[src/two_level_strict_priority_pdu_queue_unit_assert.svh]
// assertion macros used by the queue unit datapath
`ifndef TWO_LEVEL_STRICT_PRIORITY_PDU_QUEUE_UNIT_ASSERT_SVH
`define TWO_LEVEL_STRICT_PRIORITY_PDU_QUEUE_UNIT_ASSERT_SVH

// same-cycle implication, sampled on clk_i, off while rst_ni is low
`define TLSP_ASSERT_IMP(label, ante, cons, msg) \
  label: assert property (@(posedge clk_i) disable iff (!rst_ni) (ante) |-> (cons)) \
    else $error(msg);

// next-cycle implication, sampled on clk_i, off while rst_ni is low
`define TLSP_ASSERT_NEXT(label, ante, cons, msg) \
  label: assert property (@(posedge clk_i) disable iff (!rst_ni) (ante) |=> (cons)) \
    else $error(msg);

`endif

[src/tlsp_pkg.sv]
// shared types, codes and field widths of the pdu queue unit
package tlsp_pkg;

  localparam int OPCODE_W = 2;
  localparam int HANDLE_W = 16;
  localparam int LENGTH_W = 11;
  localparam int SAPI_W   = 4;
  localparam int RPRIO_W  = 8;
  localparam int TIME_W   = 32;
  localparam int STATUS_W = 2;
  localparam int OUT_RP_W = 3;
  localparam int PKT_W    = 8;
  localparam int OCT_W    = 19;
  localparam int AVG_W    = 32;

  // request opcodes
  localparam logic [OPCODE_W-1:0] OP_ENQUEUE = 2'd0;
  localparam logic [OPCODE_W-1:0] OP_DEQUEUE = 2'd1;
  localparam logic [OPCODE_W-1:0] OP_CLEAR   = 2'd2;

  // result status codes
  localparam logic [STATUS_W-1:0] STATUS_DONE  = 2'd0;
  localparam logic [STATUS_W-1:0] STATUS_EMPTY = 2'd1;
  localparam logic [STATUS_W-1:0] STATUS_FULL  = 2'd2;

  // llc sapi numbers
  localparam logic [SAPI_W-1:0] SAPI_GMM  = 4'd1;
  localparam logic [SAPI_W-1:0] SAPI_TOM2 = 4'd2;
  localparam logic [SAPI_W-1:0] SAPI_SMS  = 4'd7;
  localparam logic [SAPI_W-1:0] SAPI_TOM8 = 4'd8;

  typedef struct packed {
    logic [HANDLE_W-1:0] handle;
    logic [LENGTH_W-1:0] length;
    logic [TIME_W-1:0]   arrival;
  } entry_t;

  localparam int ENTRY_W = $bits(entry_t);

  typedef struct packed {
    logic capture;
    logic execute;
    logic finish;
  } ctrl_cmd_t;

  typedef struct packed {
    logic deq_hit;
    logic out_free;
  } ctrl_sts_t;

  // unsaturated sapi class: gmm, then tom2/sms/tom8, then the rest
  function automatic logic [1:0] sapi_class_raw(input logic [SAPI_W-1:0] sapi);
    logic [1:0] c;
    if (sapi == SAPI_GMM) begin
      c = 2'd0;
    end else if (sapi == SAPI_TOM2 || sapi == SAPI_SMS || sapi == SAPI_TOM8) begin
      c = 2'd1;
    end else begin
      c = 2'd2;
    end
    return c;
  endfunction

endpackage

[src/tlsp_ctrl.sv]
// controller state machine of the pdu queue unit
module tlsp_ctrl (
  input  logic                  clk_i,
  input  logic                  rst_ni,
  input  logic                  in_valid_i,
  output logic                  in_ready_o,
  input  tlsp_pkg::ctrl_sts_t   sts_i,
  output tlsp_pkg::ctrl_cmd_t   cmd_o
);
  import tlsp_pkg::*;

  localparam logic [1:0] ST_IDLE = 2'd0;
  localparam logic [1:0] ST_EXEC = 2'd1;
  localparam logic [1:0] ST_READ = 2'd2;

  logic [1:0] state_q, state_d;

  always_comb begin
    state_d = state_q;
    cmd_o   = '0;
    case (state_q)
      ST_IDLE: begin
        if (in_valid_i) begin
          cmd_o.capture = 1'b1;
          state_d       = ST_EXEC;
        end
      end
      ST_EXEC: begin
        // hold until the result register can take the outcome
        if (sts_i.out_free) begin
          cmd_o.execute = 1'b1;
          state_d       = sts_i.deq_hit ? ST_READ : ST_IDLE;
        end
      end
      ST_READ: begin
        if (sts_i.out_free) begin
          cmd_o.finish = 1'b1;
          state_d      = ST_IDLE;
        end
      end
      default: begin
        state_d = ST_IDLE;
      end
    endcase
  end

  assign in_ready_o = (state_q == ST_IDLE);

  always_ff @(posedge clk_i or negedge rst_ni) begin
    if (!rst_ni) begin
      state_q <= ST_IDLE;
    end else begin
      state_q <= state_d;
    end
  end

endmodule

[config.mk]
export PLATFORM = sky130hd
export DESIGN_NAME = tlsp_ctrl
export DESIGN_NICKNAME = d
export VERILOG_FILES = /design/src/two_level_strict_priority_pdu_queue_unit_assert.svh /design/src/tlsp_pkg.sv /design/src/tlsp_ctrl.sv
export SDC_FILE = /design/constraint.sdc
export NUM_CORES = 1
export LEC_CHECK = 0
export BUFFER_PORTS_ARGS = -buffer_cell sky130_fd_sc_hd__buf_2
export CAP_MARGIN = 10
export CORE_AREA = 2 2 39 41
export CTS_BUF_LIST = sky130_fd_sc_hd__clkbuf_16
export CTS_CLUSTER_DIAMETER = 150
export CTS_CLUSTER_SIZE = 40
export DETAILED_ROUTE_END_ITERATION = 8
export DIE_AREA = 0 0 41 43
export SETUP_SLACK_MARGIN = 0.4
export SLEW_MARGIN = 20
export SYNTH_ARGS = -nofsm -noshare
export SYNTH_HDL_FRONTEND = slang
export SYNTH_SLANG_ARGS = --single-unit
[constraint.sdc]
create_clock -name clk_i -period 0.9 [get_ports clk_i]
set_input_delay 0.18 -clock clk_i [delete_from_list [all_inputs] [get_ports clk_i]]
set_output_delay 0.18 -clock clk_i [all_outputs]
set_load 0.1 [all_outputs]
# ---- After elaboration in Yosys (flattened, before gate mapping)
# Index checks and enable logic that the tools add are counted.
dict set report classes {
  multipliers 0
  n_mux 10
  n_lt_le_gt_ge 0
  n_eq_ne 5
  add_sub_neg 0
  div 0
  reduce_logical 2
  bitwise 0
  n_shift 0
}
# cell n
set op_table {}
lappend op_table {{$mux W2} 4}
lappend op_table {{$ne A2 B2 Y1 const B} 3}
lappend op_table {{$pmux W2 S3} 1}
lappend op_table {{$mux W1} 5}
lappend op_table {{$reduce_and A3 Y1} 1}
lappend op_table {{$eq A2 B1 Y1 const B} 1}
lappend op_table {{$eq A2 B2 Y1 const B} 1}
lappend op_table {{$logic_not A2 Y1} 1}
dict set report word_totals {
  output_inout_bits 4
  in_bits 5
  mem_bits_ro 0
  n_memories 0
  latch_bits 0
  reg_bits 2
  mem_bits_rw 0
  wordCells 18
}

# ---- Logic depth before layout (Yosys ltp)
dict set report depth {
  word_depth 3
  ltp_mapped 2
  ltp_nobuf 2
}

# ---- Worst setup path before layout
# OpenSTA, ideal clock, no wires.
dict set report synth_timing {
  path_type {register -> output}
  from {reg state_q[0]}
  to {out cmd_o[2] (netlist bit)}
  path_slack_ps -1881
  path_buffers 0
  t_arrival_ps 2601
  required_time_ps 720
  stages_incl_launch_ff 3
  cell_sequence {dfrtp_1 > nor2_1 > and2_1}
}
# item line
set synth_rtl {}
lappend synth_rtl {{from (decl)} tlsp_ctrl.sv:16} ;# logic [1:0] state_q, state_d;
lappend synth_rtl {{from (signal assigned)} tlsp_ctrl.sv:53} ;# state_q <= state_d;
lappend synth_rtl {{to (decl)} tlsp_ctrl.sv:8} ;# output tlsp_pkg::ctrl_cmd_t cmd_o

==> results.md <==
* Antenna violation net count after detailed routing at 0
* Fill count at 144
* Pins Over Slew Limit at 0
* Clock Path Buffers at 2
* Storage cell area at around 53 um^2
* Antenna Cells at 0
* GP Congestion at 0.5574
* # clock sinks at 2
* Final WS setup at -0.3812 ns
* Mapped cell area at 111.4 um^2
* Vias per cell at 3.310
* Max Freq at 0.7805 GHz
* Biggest register: state_q
* RSZ-0062 raised after global routing: yes
* Worst-skew pair later-pin latency at 0.22 ns
* Max_cap viols at 0
* Critical Path End Type: primary output
* Core area at 1384 um^2
* Nets@finish at 33
* Initial antenna violation count at 0
* H-tree levels at 1
* Starting Density at 0.08047
* Final period util at 1.424
* Area Overhead vs Synth at 231.5%
* Largest net degree at the start of global routing at 6
* Mapped Nets at 16
* Drt initial violations at 1
* Root buf cell: clkbuf_16
* Least-Margin Pin Slew at 0.1221 ns
* Pleak at 0.0001723 uW
* DIE WIDTH at 41 um
* Fin cells at between 40 and 50
* I/O Pins at 9
* Pre-CTS setup slack at -0.1663 ns
* CTS tree: yes
* Sequential area share after synthesis at 0.4494
* Clk_skew at around 0.00031 ns
* Max reg flops at 2
* Final Hold Viols at 0
* Total grt overflow at 0
* Setup TNS at -1.484 ns
* Die Span Y at 43 um
* Status: complete, but fails checks
* DR pass1 iterations at 2
* Finish-stage setup viols at 5
* Worst VDD drop at 770.8 uV
* Yosys warnings at 0
* Crit path arrival time at approximately 1.1 ns
* Area taken by multi-input logic gates at 77.57 um^2
* Total GRT Usage at 0.05422
* Data required time of the worst path at 0.72 ns
* Number of global-route vias before repair at 157
* Worst min path class: input pin to register
* Layout cells sized above 1 at 0.8077
* CP max FO at 5
* DR WL/cell at 7.619 um
* CP Class: register to primary output
* Syn Inst Count at 11
* Largest regs: state_q: 2 flops
* CTS Buf Count at 3
* Max_slew headroom at 0.9182
* Failing checks: negative setup slack
* Residual DRC at 0
* Power density over the cells at 3928 nW/um^2
* Design Power at roughly 1400 uW
* Synth top area cells: dfrtp_1, nand2b_1, and3b_2
* Commonest non-fill, non-tap cells in the layout: buf_2, buf_12, clkbuf_16, buf_6
* Die area at 1763 um^2
* Count of cell types in the netlist at 9
* Via count at 139
* First-pass GRT wire length at 538 um
* Syn Area/Cell at 10.12 um^2
* Min Tclk post-route at between 1 and 1.5 ns
* Setup crit start kind: register
* Share of the synthesized area in the top cell type at 0.4494
* Synth area leader: dfrtp_1
* IO buf count at 8
* DP Cell Count at 37
* Routed Wire Length at ~320 um
* Yosys reg bits at 2
* Clock transition at path regs at 0.03 ns
* Num rows at 14
-- final timing paths --
check,to,slack [ns],cells after the start,start
max,cmd_o[1],-0.38,2,state_q[1]$_DFFE_PN0P_
min,state_q[1]$_DFFE_PN0P_,0.17,2,sts_i[1]
max reg2reg,state_q[1]$_DFFE_PN0P_,-0.06,2,state_q[0]$_DFFE_PN0P_
min reg2reg,state_q[0]$_DFFE_PN0P_,0.50,1,state_q[1]$_DFFE_PN0P_
max in group asynchronous,state_q[0]$_DFFE_PN0P_,0.51,2,rst_ni
min in group asynchronous,state_q[1]$_DFFE_PN0P_,0.28,2,rst_ni
-- power breakdown --
part           switching (uW)  internal, uW
clock                    97.6           565
sequential               32.1           115
combinational             358           282
-- cell families after synthesis --
| logic type | synth area share |
|---|---|
| AND/OR/NAND/NOR | 0.4382 |
| AO/OA/AOI/OAI | 0.1123 |
| flip-flops | 0.4495 |
-- critical path, stage by stage, from the launching register on --
cell and delay [ns]:
dfrtp_2 0.43, and3b_2 0.28, buf_12 0.18
-- final cells by class --
class,instances,share of cell area
repair buffers,12,0.3898
clock buffers,3,0.2034
well taps,16,0.05424
multi-input cells,9,0.2102
flip-flops and latches,2,0.1424
-- cells in the mapped netlist --
| cell type | instances |
|---|---|
| nand2b_1 | 2 |
| and2_1 | 1 |
| dfrtp_1 | 2 |
| a21o_1 | 1 |
| a21oi_1 | 1 |
| nor2_1 | 1 |
| nor3b_1 | 1 |
| and3b_2 | 1 |
| and3b_1 | 1 |
-- per-layer routing --
metal  share of wire  up-vias  global-route usage
met5               0        -                   0
met4               0        0             0.08000
met3            0.12        0             0.04712
met2            0.56        7             0.06875
met1            0.32       64             0.03537
li1                -       68                   -
-- through the flow --
stage	cell area, um^2	utilization	hold WS (ns)
after floorplan	122.6	-	-0.1156
after global placement	257.7	0.1863	-0.03483
after detailed placement	257.7	0.1863	-0.03383
after CTS	359.1	0.2595	0.1775
after global routing	369.1	0.2667	0.1879
final	369.1	0.2667	0.1719
-- repair_timing --
action	in CTS	in global routing
endpoints found under the setup margin	6	6
setup buffers	1	0
pin swaps	0	3
endpoints found under the hold margin	2	0
hold buffers	1	0
resized for setup	2	4
Note: power is estimated with default switching activity, not from simulation.
